===== src/jsef_pkg.sv =====
// ----------------------------------------------------------------------------
// jsef_pkg
// Shared types and constants for the jpeg segment end finder.
// ----------------------------------------------------------------------------
package jsef_pkg;

    // byte position counter width and reported length width
    localparam int PosWidth = 32;
    localparam int LenWidth = 32;

    // marker and data byte codes
    localparam logic [7:0] BYTE_FILL    = 8'hff;
    localparam logic [7:0] BYTE_STUFF   = 8'h00;
    localparam logic [7:0] MARKER_EOI   = 8'hd9;
    localparam logic [7:0] MARKER_SOS   = 8'hda;
    localparam logic [7:0] MARKER_RST_LO = 8'hd0;
    localparam logic [7:0] MARKER_RST_HI = 8'hd7;

    // result status codes
    typedef enum logic [1:0] {
        STATUS_FOUND  = 2'd0,
        STATUS_BROKEN = 2'd1,
        STATUS_RANOUT = 2'd2
    } status_t;

    // one decision from the segment walker
    typedef struct packed {
        logic                valid;
        status_t             status;
        logic [LenWidth-1:0] length;
    } result_t;

endpackage


===== src/jsef_walker.sv =====
// ----------------------------------------------------------------------------
// jsef_walker
// Marker segment walker: holds the parse state and decides per byte.
// ----------------------------------------------------------------------------
module jsef_walker
(
    input  logic                  clk,
    input  logic                  rst_n,
    input  logic                  step,       // a byte is processed this cycle
    input  logic [7:0]            data_byte,
    input  logic                  last_byte,
    output jsef_pkg::result_t     result      // decision caused by this byte
);

    typedef enum logic [2:0] {
        PH_SKIP_START = 3'd0,
        PH_EXPECT_FF  = 3'd1,
        PH_MARKER     = 3'd2,
        PH_LEN_HI     = 3'd3,
        PH_LEN_LO     = 3'd4,
        PH_SKIP_BODY  = 3'd5,
        PH_SCAN       = 3'd6,
        PH_SCAN_FF    = 3'd7
    } phase_t;

    phase_t                           phase_reg, phase_next;
    logic                             in_scan_reg, in_scan_next;
    logic [15:0]                      seg_rem_reg, seg_rem_next;
    logic [jsef_pkg::PosWidth-1:0]    pos_reg, pos_next;
    logic                             decided_reg, decided_next;

    logic [jsef_pkg::PosWidth-1:0]    pos_inc;
    logic [15:0]                      seg_len;
    logic [15:0]                      body_rem;
    logic                             is_restart;
    logic                             has_res;
    jsef_pkg::status_t                res_status;
    logic [jsef_pkg::LenWidth-1:0]    res_length;

    assign pos_inc    = pos_reg + 1'b1;
    assign seg_len    = {seg_rem_reg[7:0], data_byte};
    assign body_rem   = (seg_rem_reg != 16'd0) ? (seg_rem_reg - 16'd1) : seg_rem_reg;
    assign is_restart = (data_byte >= jsef_pkg::MARKER_RST_LO) &&
                        (data_byte <= jsef_pkg::MARKER_RST_HI);

    // per-byte decision and next state
    always_comb
    begin
        phase_next   = phase_reg;
        in_scan_next = in_scan_reg;
        seg_rem_next = seg_rem_reg;
        pos_next     = pos_reg;
        decided_next = decided_reg;
        has_res      = 1'b0;
        res_status   = jsef_pkg::STATUS_RANOUT;
        res_length   = '0;

        if (!decided_reg)
        begin
            if (pos_reg == '1)
            begin
                // position counter exhausted
                has_res    = 1'b1;
                res_status = jsef_pkg::STATUS_RANOUT;
            end
            else
            begin
                pos_next = pos_inc;
                unique case (phase_reg)
                    PH_SKIP_START:
                    begin
                        if (pos_reg != '0)
                            phase_next = PH_EXPECT_FF;
                    end
                    PH_EXPECT_FF:
                    begin
                        if (data_byte != jsef_pkg::BYTE_FILL)
                        begin
                            if (!last_byte)
                            begin
                                has_res    = 1'b1;
                                res_status = jsef_pkg::STATUS_BROKEN;
                            end
                        end
                        else
                            phase_next = PH_MARKER;
                    end
                    PH_MARKER, PH_SCAN_FF:
                    begin
                        if (data_byte == jsef_pkg::BYTE_FILL)
                            phase_next = phase_reg;
                        else if (phase_reg == PH_SCAN_FF &&
                                 (data_byte == jsef_pkg::BYTE_STUFF || is_restart))
                            phase_next = PH_SCAN;
                        else if (data_byte == jsef_pkg::MARKER_EOI)
                        begin
                            has_res    = 1'b1;
                            res_status = jsef_pkg::STATUS_FOUND;
                            res_length = jsef_pkg::LenWidth'(pos_inc);
                        end
                        else if (is_restart)
                            phase_next = PH_EXPECT_FF;
                        else
                        begin
                            in_scan_next = (data_byte == jsef_pkg::MARKER_SOS);
                            phase_next   = PH_LEN_HI;
                        end
                    end
                    PH_LEN_HI:
                    begin
                        seg_rem_next = {8'h00, data_byte};
                        phase_next   = PH_LEN_LO;
                    end
                    PH_LEN_LO:
                    begin
                        if (seg_len < 16'd2)
                        begin
                            has_res    = 1'b1;
                            res_status = jsef_pkg::STATUS_BROKEN;
                        end
                        else
                        begin
                            seg_rem_next = seg_len - 16'd2;
                            if (seg_len == 16'd2)
                                phase_next = in_scan_reg ? PH_SCAN : PH_EXPECT_FF;
                            else
                                phase_next = PH_SKIP_BODY;
                        end
                    end
                    PH_SKIP_BODY:
                    begin
                        seg_rem_next = body_rem;
                        if (body_rem == 16'd0)
                            phase_next = in_scan_reg ? PH_SCAN : PH_EXPECT_FF;
                    end
                    PH_SCAN:
                    begin
                        if (data_byte == jsef_pkg::BYTE_FILL)
                            phase_next = PH_SCAN_FF;
                    end
                    default:
                    begin
                        phase_next = phase_reg;
                    end
                endcase
            end

            // stream ended without a decision
            if (!has_res && last_byte)
            begin
                has_res    = 1'b1;
                res_status = jsef_pkg::STATUS_RANOUT;
            end
        end

        if (has_res)
            decided_next = 1'b1;

        // rearm after the final byte
        if (last_byte)
        begin
            phase_next   = PH_SKIP_START;
            in_scan_next = 1'b0;
            seg_rem_next = '0;
            pos_next     = '0;
            decided_next = 1'b0;
        end
    end

    assign result.valid  = has_res;
    assign result.status = res_status;
    assign result.length = res_length;

    // parse state
    always_ff @(posedge clk or negedge rst_n)
    begin
        if (!rst_n)
        begin
            phase_reg   <= PH_SKIP_START;
            in_scan_reg <= 1'b0;
            seg_rem_reg <= '0;
            pos_reg     <= '0;
            decided_reg <= 1'b0;
        end
        else if (step)
        begin
            phase_reg   <= phase_next;
            in_scan_reg <= in_scan_next;
            seg_rem_reg <= seg_rem_next;
            pos_reg     <= pos_next;
            decided_reg <= decided_next;
        end
    end

endmodule


===== src/jpeg_segment_end_finder_core.sv =====
// ----------------------------------------------------------------------------
// jpeg_segment_end_finder_core
// Finds the end of a jpeg image in a byte stream, one byte per cycle while the output is not stalled.
// ----------------------------------------------------------------------------
// Usage:
//   Bytes enter on the s_ channel, one item per byte, starting with the 0xff
//   of the start marker; s_tlast marks the final available byte of a stream.
//   Each stream yields exactly one result item on the m_ channel: m_tuser is
//   the status (found, broken, ran out) and m_tdata the image length in bytes
//   through the end marker, zero unless found. After s_tlast the block
//   rearms for the next stream.
//   Output path: m_tvalid rises once the byte that decided it has passed the
//   input register and then the result register.
//   Throughput: one byte per cycle unless a waiting result stalls; the walker
//   decides each byte combinationally and the only loop is its registered state update.
//   Reset: clears the parse state and both stage valid flags; the first byte
//   after reset starts a new stream.
//   Stall: while m_tready is low and a result waits, the byte held in the
//   input register waits too and s_tready drops once it is occupied; no item
//   is lost or repeated.
// ----------------------------------------------------------------------------
module jpeg_segment_end_finder_core
(
    input  logic        clk,
    input  logic        rst_n,
    input  logic        s_tvalid,
    output logic        s_tready,
    input  logic [7:0]  s_tdata,   // [7:0] data_byte
    input  logic        s_tlast,   // last_byte
    output logic        m_tvalid,
    input  logic        m_tready,
    output logic [31:0] m_tdata,   // [31:0] jpeg_length
    output logic [1:0]  m_tuser    // [1:0] status
);

    logic                          in_vld_reg;
    logic [7:0]                    in_data_reg;
    logic                          in_last_reg;
    logic                          out_vld_reg;
    jsef_pkg::status_t             out_status_reg;
    logic [jsef_pkg::LenWidth-1:0] out_len_reg;
    logic                          advance;
    logic                          step;
    jsef_pkg::result_t             result;

    // pipeline moves when the result register is free or being emptied
    assign advance  = !out_vld_reg || m_tready;
    assign step     = in_vld_reg && advance;
    assign s_tready = !in_vld_reg || advance;

    jsef_walker u_walker
    (
        .clk       (clk),
        .rst_n     (rst_n),
        .step      (step),
        .data_byte (in_data_reg),
        .last_byte (in_last_reg),
        .result    (result)
    );

    // input register
    always_ff @(posedge clk or negedge rst_n)
    begin
        if (!rst_n)
            in_vld_reg <= 1'b0;
        else if (s_tvalid && s_tready)
            in_vld_reg <= 1'b1;
        else if (advance)
            in_vld_reg <= 1'b0;
    end

    always_ff @(posedge clk)
    begin
        if (s_tvalid && s_tready)
        begin
            in_data_reg <= s_tdata;
            in_last_reg <= s_tlast;
        end
    end

    // result register
    always_ff @(posedge clk or negedge rst_n)
    begin
        if (!rst_n)
            out_vld_reg <= 1'b0;
        else if (advance)
            out_vld_reg <= step && result.valid;
    end

    always_ff @(posedge clk)
    begin
        if (advance)
        begin
            out_status_reg <= result.status;
            out_len_reg    <= result.length;
        end
    end

    assign m_tvalid = out_vld_reg;
    assign m_tdata  = out_len_reg;
    assign m_tuser  = out_status_reg;

endmodule


===== config.mk =====
export PLATFORM = sky130hd
export DESIGN_NAME = jpeg_segment_end_finder_core
export DESIGN_NICKNAME = d
export VERILOG_FILES = /design/src/jsef_pkg.sv /design/src/jsef_walker.sv /design/src/jpeg_segment_end_finder_core.sv
export SDC_FILE = /design/constraint.sdc
export NUM_CORES = 1
export LEC_CHECK = 0
export BUFFER_PORTS_ARGS = -buffer_cell sky130_fd_sc_hd__buf_4
export CORE_ASPECT_RATIO = 0.75
export CORE_UTILIZATION = 30
export CTS_CLUSTER_DIAMETER = 100
export CTS_CLUSTER_SIZE = 30
export DETAILED_ROUTE_END_ITERATION = 16
export SETUP_SLACK_MARGIN = 0.3
export SYNTH_ARGS = -nofsm -noshare
export SYNTH_HDL_FRONTEND = slang
export SYNTH_HIERARCHICAL = 1
export SYNTH_SLANG_ARGS = --single-unit

===== constraint.sdc =====
create_clock -name clk -period 2.57 [get_ports clk]
set_input_delay 0.257 -clock clk [delete_from_list [all_inputs] [get_ports clk]]
set_output_delay 0.257 -clock clk [all_outputs]
set_load 0.02 [all_outputs]

Word-level counts from Yosys, hierarchy flattened:

Cells that the tools add are included.

* register bits after elaboration: 98
* bits of input ports: 13
* output and inout bits: 36

* $add $sub $neg: 3
* order comparisons: 3
* equality and inequality tests: 26
* multiplexer cells: 54
* bitwise logic cells: 2
* reductions and logical operators: 29

Operators by type and width (number)
* $mux 32: 3
* $mux 16: 5
* $pmux 16 s3: 1
* $mux 3: 13
* $add 32x1->32 const B: 1
* $eq 32x32->1 const B: 1
* $reduce_bool 32->1: 1
* $eq 8x8->1 const B: 3
* $mux 1: 22
* $pmux 3 s7: 1
* $eq 16x2->1 const B: 1
* $logic_not 16->1: 1
* $lt 16x2->1 const B: 1
* $reduce_bool 16->1: 1
* $sub 16x1->16 const B: 1
* $sub 16x2->16 const B: 1
* $mux 2: 7
* $eq 3x3->1 const B: 4
* $ne 2x2->1 const B: 6
* $reduce_and 10->1: 1
* $ne 3x2->1 const B: 3
* $ne 3x3->1 const B: 3
* $ge 8x8->1 const B: 1
* $le 8x8->1 const B: 1
* 21 further kinds: 34

Longest topological paths before layout:

* word-level depth: 15
* depth in mapped cells: 11
* depth with buffers taken out: 10

Cells and area by module:

The synthesis kept the hierarchy.

By module, submodules not included
* jsef_walker: instances 1, cells an instance 605, area an instance 4578.1 µm², seq. area each 1326.3 µm²
* jpeg_segment_end_finder_core: instances 1, cells an instance 52, area an instance 1381.3 µm², seq. area each 1341.3 µm²

Least setup slack after synthesis:

Ideal clock, no wire load.

* path kind: register to register
* start: register out_vld_reg, in the netlist m_tvalid
* end: register u_walker.seg_rem_reg[10]
* arrival time: 2.809 ns
* required time: 2.501 ns
* path slack: -0.307 ns
* cell stages (with the launch flop): 10
* path through: dfrtp_1 -> nand2b_1 -> and2_1 -> clkbuf_1 -> nand2_1 -> a211o_1 -> buf_2 -> nor3b_1 -> o211ai_1 -> nand3_1

* word-level cells in the longest chain between the ends: 4

RTL lines
* start: declaration: line jpeg_segment_end_finder_core.sv:39 `logic out_vld_reg;`
* start signal: assignment: line jpeg_segment_end_finder_core.sv:87 `out_vld_reg <= step && result.valid;`
* $logic_not 1->1: line jpeg_segment_end_finder_core.sv:47 `assign advance = !out_vld_reg || m_tready;`
* $logic_or 1x1->1: line jpeg_segment_end_finder_core.sv:47
* net advance: line jpeg_segment_end_finder_core.sv:42 `logic advance;`
* $logic_and 1x1->1: line jpeg_segment_end_finder_core.sv:48 `assign step = in_vld_reg && advance;`
* net step: line jpeg_segment_end_finder_core.sv:43 `logic step;`
* $reduce_and 5->1 (no source line)
* end signal: assignment: line jsef_walker.sv:189 `seg_rem_reg <= seg_rem_next;`
* end: declaration: line jsef_walker.sv:28 `logic [15:0] seg_rem_reg, seg_rem_next;`

The timed path passes the listed nets, and every way through them passes these cells.
A chain may end at the register's enable or synchronous reset.

Final worst setup path:

* start: register in_data_reg[2]
* end: register u_walker.seg_rem_reg[13]

* word-level cells in the longest chain between the ends: 6
* elaborated cells on any way between the ends: 9
* classes of those cells: add/sub: 1; order compare: 1; eq/ne: 1; mux: 5; reduce/logical: 1

RTL lines
* start: declaration: line jpeg_segment_end_finder_core.sv:37 `logic [7:0] in_data_reg;`
* start signal: assignment: line jpeg_segment_end_finder_core.sv:76 `in_data_reg <= s_tdata;`
* $sub 16x2->16: line jsef_walker.sv:123 `seg_rem_next = seg_len - 16'd2;`
* $mux 16: line jsef_walker.sv:116 `if (seg_len < 16'd2)`
* $pmux 16 s3: line jsef_walker.sv:69 `unique case (phase_reg)`
* $mux 16: line jsef_walker.sv:60 `if (pos_reg == '1)`
* $mux 16: line jsef_walker.sv:58 `if (!decided_reg)`
* $mux 16: line jsef_walker.sv:160 `if (last_byte)`

Several ways; a longest one is shown, not always the timed one. The select of a mux whose other input is x is not followed.

==> results.md <==
| Metric | Reported | Unit |
|---|---|---|
| Run status | complete, but fails checks | - |
| Failing checks | negative hold slack | - |
| Final setup violating endpoints | 0 | - |
| Number of buffers inserted for hold repair after clock tree synthesis | 0 | - |
| Critical Path Fanout Max | 5 | - |
| Fillers | 1944 | - |
| Final routed wirelength across all metal layers | 16.7 | mm |
| Max-slew violation count | 0 | - |
| Number of antenna violations at the first check in global routing | 0 | - |
| Share of the clock period used by the worst path after layout | 90.8 | % |
| Max Clk Rate | 428 | MHz |
| Clk Latency, worst-skew pair | 0.35 | ns |
| Commonest non-fill, non-tap cells in the layout | 121 x buf_4, 73 x nor2_1, 55 x o21ai_0 | - |
| Power Density | 891 | nW/um2 |
| Final GP Congestion | 0.892 | - |
| Worst slew pin tran | 0.767 | ns |
| Share of synthesized cell area in full adder, half adder and majority cells | 1.05 | % |
| Total number of yosys warnings | 6 | - |
| Maximum buffer depth of the clock tree | 2 | - |
| Post-route setup TNS | 0 | ns |
| Slew HR | 48.9 | % |
| Depth of the worst register-to-register path | 8 | - |
| Count of port buffers added during placement | 48 | - |
| Half-perimeter wire length after placement | 11.8 | mm |
| Chip Width | 165 | um |
| Smallest hold slack | -0.0354 | ns |
| Number of global-route vias before repair | 4764 | - |
| Maxcap violations | 0 | - |
| Pin count of the biggest net entering global routing | 56 | - |
| Xor/xnor share of the synthesized area | 5.73 | % |
| Unrepaired setup endpoints after global routing | true | - |
| Net count after synthesis | 675 | - |
| Total number of clock tree sinks | 98 | - |
| Data required time at the worst endpoint | 2.80 | ns |
| Layout area overhead | 27.2 | % |
| Largest voltage drop on the vdd net | 0.380 | mV |
| Internal reg-to-reg setup slack | 0.24 | ns |
| Number of vias in the routed layout | 5441 | - |
| Via count normalized by instance count | 5.45 | - |
| Post-synthesis cell area | 5960 | um2 |
| Number of levels in the clock H-tree | 3 | - |
| Reported leakage power | 2.98 | nW |
| Capturing element type of the critical path | flip-flop | - |
| Timing startpoint of the critical path | in_data_reg[2]$_DFFE_PP_ | - |
| Final min period | 2.33 | ns |
| Global-route wire length before repair | 26.7 | mm |
| Final WS setup | 0.235 | ns |
| Global-route total usage across every layer | 16.8 | % |
| Overall die area | 20400 | um2 |
| Post-synth ARST share | 56.1 | % |
| Number of detailed-route iterations in the first pass | 5 | - |
| Synthesis-stage register bit count | 98 | - |
| Die Height | 124 | um |
| Total clock buffers created by CTS | 9 | - |
| Fraction of the yosys area taken by sequential cells | 44.8 | % |
| Number of enable flip-flop cells after synthesis | 43 | - |
| Final Skew | 0.00865 | ns |
| Mean cell area of the mapped netlist | 9.07 | um2 |
| Initial core utilization | 30.8 | % |
| Most common cell after layout, fill and taps aside | buf_4 | - |
| Dominant synthesized flop cell | dfrtp_1 | - |
| Final Util | 39.1 | % |
| Share of synthesized area spent on multiplexers | 0.357 | % |
| Per-cell routed wire length | 16.8 | um |
| Remaining routing DRC violations | 0 | - |
| Startpoint of the worst-slack reg-to-reg timing path | in_data_reg[2]$_DFFE_PP_ | - |
| Startpoint class of the critical path | flip-flop | - |
| Largest family of logic cells by synthesized area | simple AND/OR/NAND/NOR gates | - |
| Total gr overflow | 0 | - |
| Number of standard-cell rows in the floorplan | 44 | - |
| Number of hold-slack violations in the final timing report | 25 | - |
| Basic-gate share of the synthesized area counting and, or, nand and nor cells | 23.3 | % |
| CP Capture Point | u_walker/seg_rem_reg[13]$_DFFE_PN0P_ | - |
| Worst Setup Path Type | reg -> reg | - |
| Post-place setup slack | 0.0285 | ns |
| Clock tree from TritonCTS | yes | - |
| Complex-gate fraction of the synthesized area | 20.1 | % |
| I/O pins | 49 | - |
| Worst Path Arrival | 2.57 | ns |
| Distinct cells, synth | 78 | - |
| Antenna Cells | 0 | - |
| Worst flop-to-flop path endpoint | u_walker/seg_rem_reg[13]$_DFFE_PN0P_ | - |
| Floorplan Core Area | 19400 | um2 |
| Type of the worst min-delay path | in -> async | - |
| Root buf cell | clkbuf_16 | - |
| Layout cells sized above 1 | 27.5 | % |
| Number of routed nets with antenna violations | 0 | - |
| Initial DRC count | 538 | - |
| Mapped Cells | 657 | - |
| Number of nets in the final layout | 759 | - |
| Clock transition at the registers of the reported paths | 0.07 | ns |
cell type report:
type / instances / area [um2] / share of cell area [%]
clock buffers: 10 / 229 / 3.02
flip-flops and latches: 98 / 2680 / 35.3
well taps: 253 / 317 / 4.18
clock inverters: 6 / 63.8 / 0.842
repair buffers: 125 / 980 / 12.9
inverters: 15 / 56.3 / 0.743
multi-input cells: 492 / 3260 / 43.0
power by group:
part / total (mW) / internal, mW / switching (mW)
logic: 3.21 / 1.37 / 1.84
clock network: 1.36 / 0.758 / 0.602
registers: 2.18 / 1.92 / 0.265
Yosys cell counts, types with 3 or more instances:
| library cell | number | area [um2] |
|---|---|---|
| a22oi_1 | 3 | 22.5 |
| edfxtp_1 | 43 | 1290 |
| a22o_1 | 3 | 26.3 |
| inv_1 | 15 | 56.3 |
| buf_2 | 3 | 15.0 |
| and2_1 | 8 | 50.1 |
| buf_4 | 3 | 22.5 |
| nand3_1 | 19 | 95.1 |
| nor3b_1 | 3 | 22.5 |
| o31ai_1 | 23 | 173 |
| o2111ai_1 | 3 | 26.3 |
| nor2b_1 | 8 | 50.1 |
| xnor2_1 | 15 | 131 |
| nand2_1 | 48 | 180 |
| nor3_1 | 15 | 75.1 |
| or3_1 | 7 | 43.8 |
| dfrtp_1 | 55 | 1380 |
| nand4_1 | 18 | 113 |
| a311oi_1 | 3 | 26.3 |
| a21oi_1 | 26 | 130 |
| nor4_1 | 17 | 106 |
| or4_1 | 4 | 30.0 |
| a41oi_1 | 5 | 43.8 |
| a211o_1 | 4 | 35.0 |
| a31oi_1 | 7 | 43.8 |
| xor2_1 | 24 | 210 |
| o211ai_1 | 7 | 52.6 |
| and3_1 | 7 | 43.8 |
| ha_1 | 5 | 62.6 |
| clkbuf_1 | 41 | 154 |
| or2_2 | 5 | 31.3 |
| nand2b_1 | 11 | 68.8 |
| a221o_1 | 4 | 40.0 |
| nor2_1 | 77 | 289 |
| o22ai_1 | 3 | 18.8 |
| o21ai_0 | 58 | 290 |
| and4_1 | 4 | 35.0 |
critical path: stages, from the launching register on:
cell	delay, ns
edfxtp_1	0.46
inv_2	0.11
ha_4	0.14
or3b_4	0.41
nor4_4	0.38
nand2_1	0.12
xor2_1	0.19
o22ai_1	0.11
a221o_1	0.30
how the worst min path moves through the flow:
stage	from	endpoint	slack, ns	cells after the start
floorplan	rst_n	in_vld_reg$_DFFE_PN0P_	-0.04	0
global placement	rst_n	u_walker/seg_rem_reg[6]$_DFFE_PN0P_	0.39	1
detailed placement	rst_n	u_walker/seg_rem_reg[2]$_DFFE_PN0P_	0.39	1
CTS	rst_n	u_walker/seg_rem_reg[2]$_DFFE_PN0P_	0.002	1
global route	rst_n	u_walker/seg_rem_reg[2]$_DFFE_PN0P_	0.04	1
finish	rst_n	u_walker/seg_rem_reg[2]$_DFFE_PN0P_	-0.04	1
metal layers:
layer	up-vias	track usage, %	part of all wire (%)
met5	-	0	0
met4	0	3.78	0.87
met3	13	2.96	7.3
met2	220	21.6	39
met1	2598	27.8	52
li1	2610	-	-
what timing repair did:
| action | CTS | global route |
|---|---|---|
| setup endpoints to repair | 72 | 71 |
| pin swaps | 14 | 7 |
| setup buffers | 20 | 6 |
| resized for setup | 23 | 27 |
logic make-up (layout without fill, tap and decap cells):
logic type | after synthesis | count (layout)
AO/OA/AOI/OAI | 180 | 180
adder cells (fa/ha/maj) | 5 | 5
AND/OR/NAND/NOR | 266 | 266
flip-flops | 98 | 98
multiplexers | 2 | 2
XOR/XNOR | 39 | 39
buffers and inverters | 67 | 156
per-stage QoR:
step	power (mW)	cell area, um2	hold WS, ns	std cells
2_1_floorplan	3.94	6030	-0.0386	657
3_3_place_gp	5.00	6900	0.393	957
3_5_place_dp	4.97	6900	0.386	957
4_1_cts	6.59	7430	0.00172	993
5_1_grt	7.12	7580	0.0411	999
6_report	6.75	7580	-0.0354	999
(Power assumes the default switching activity.)
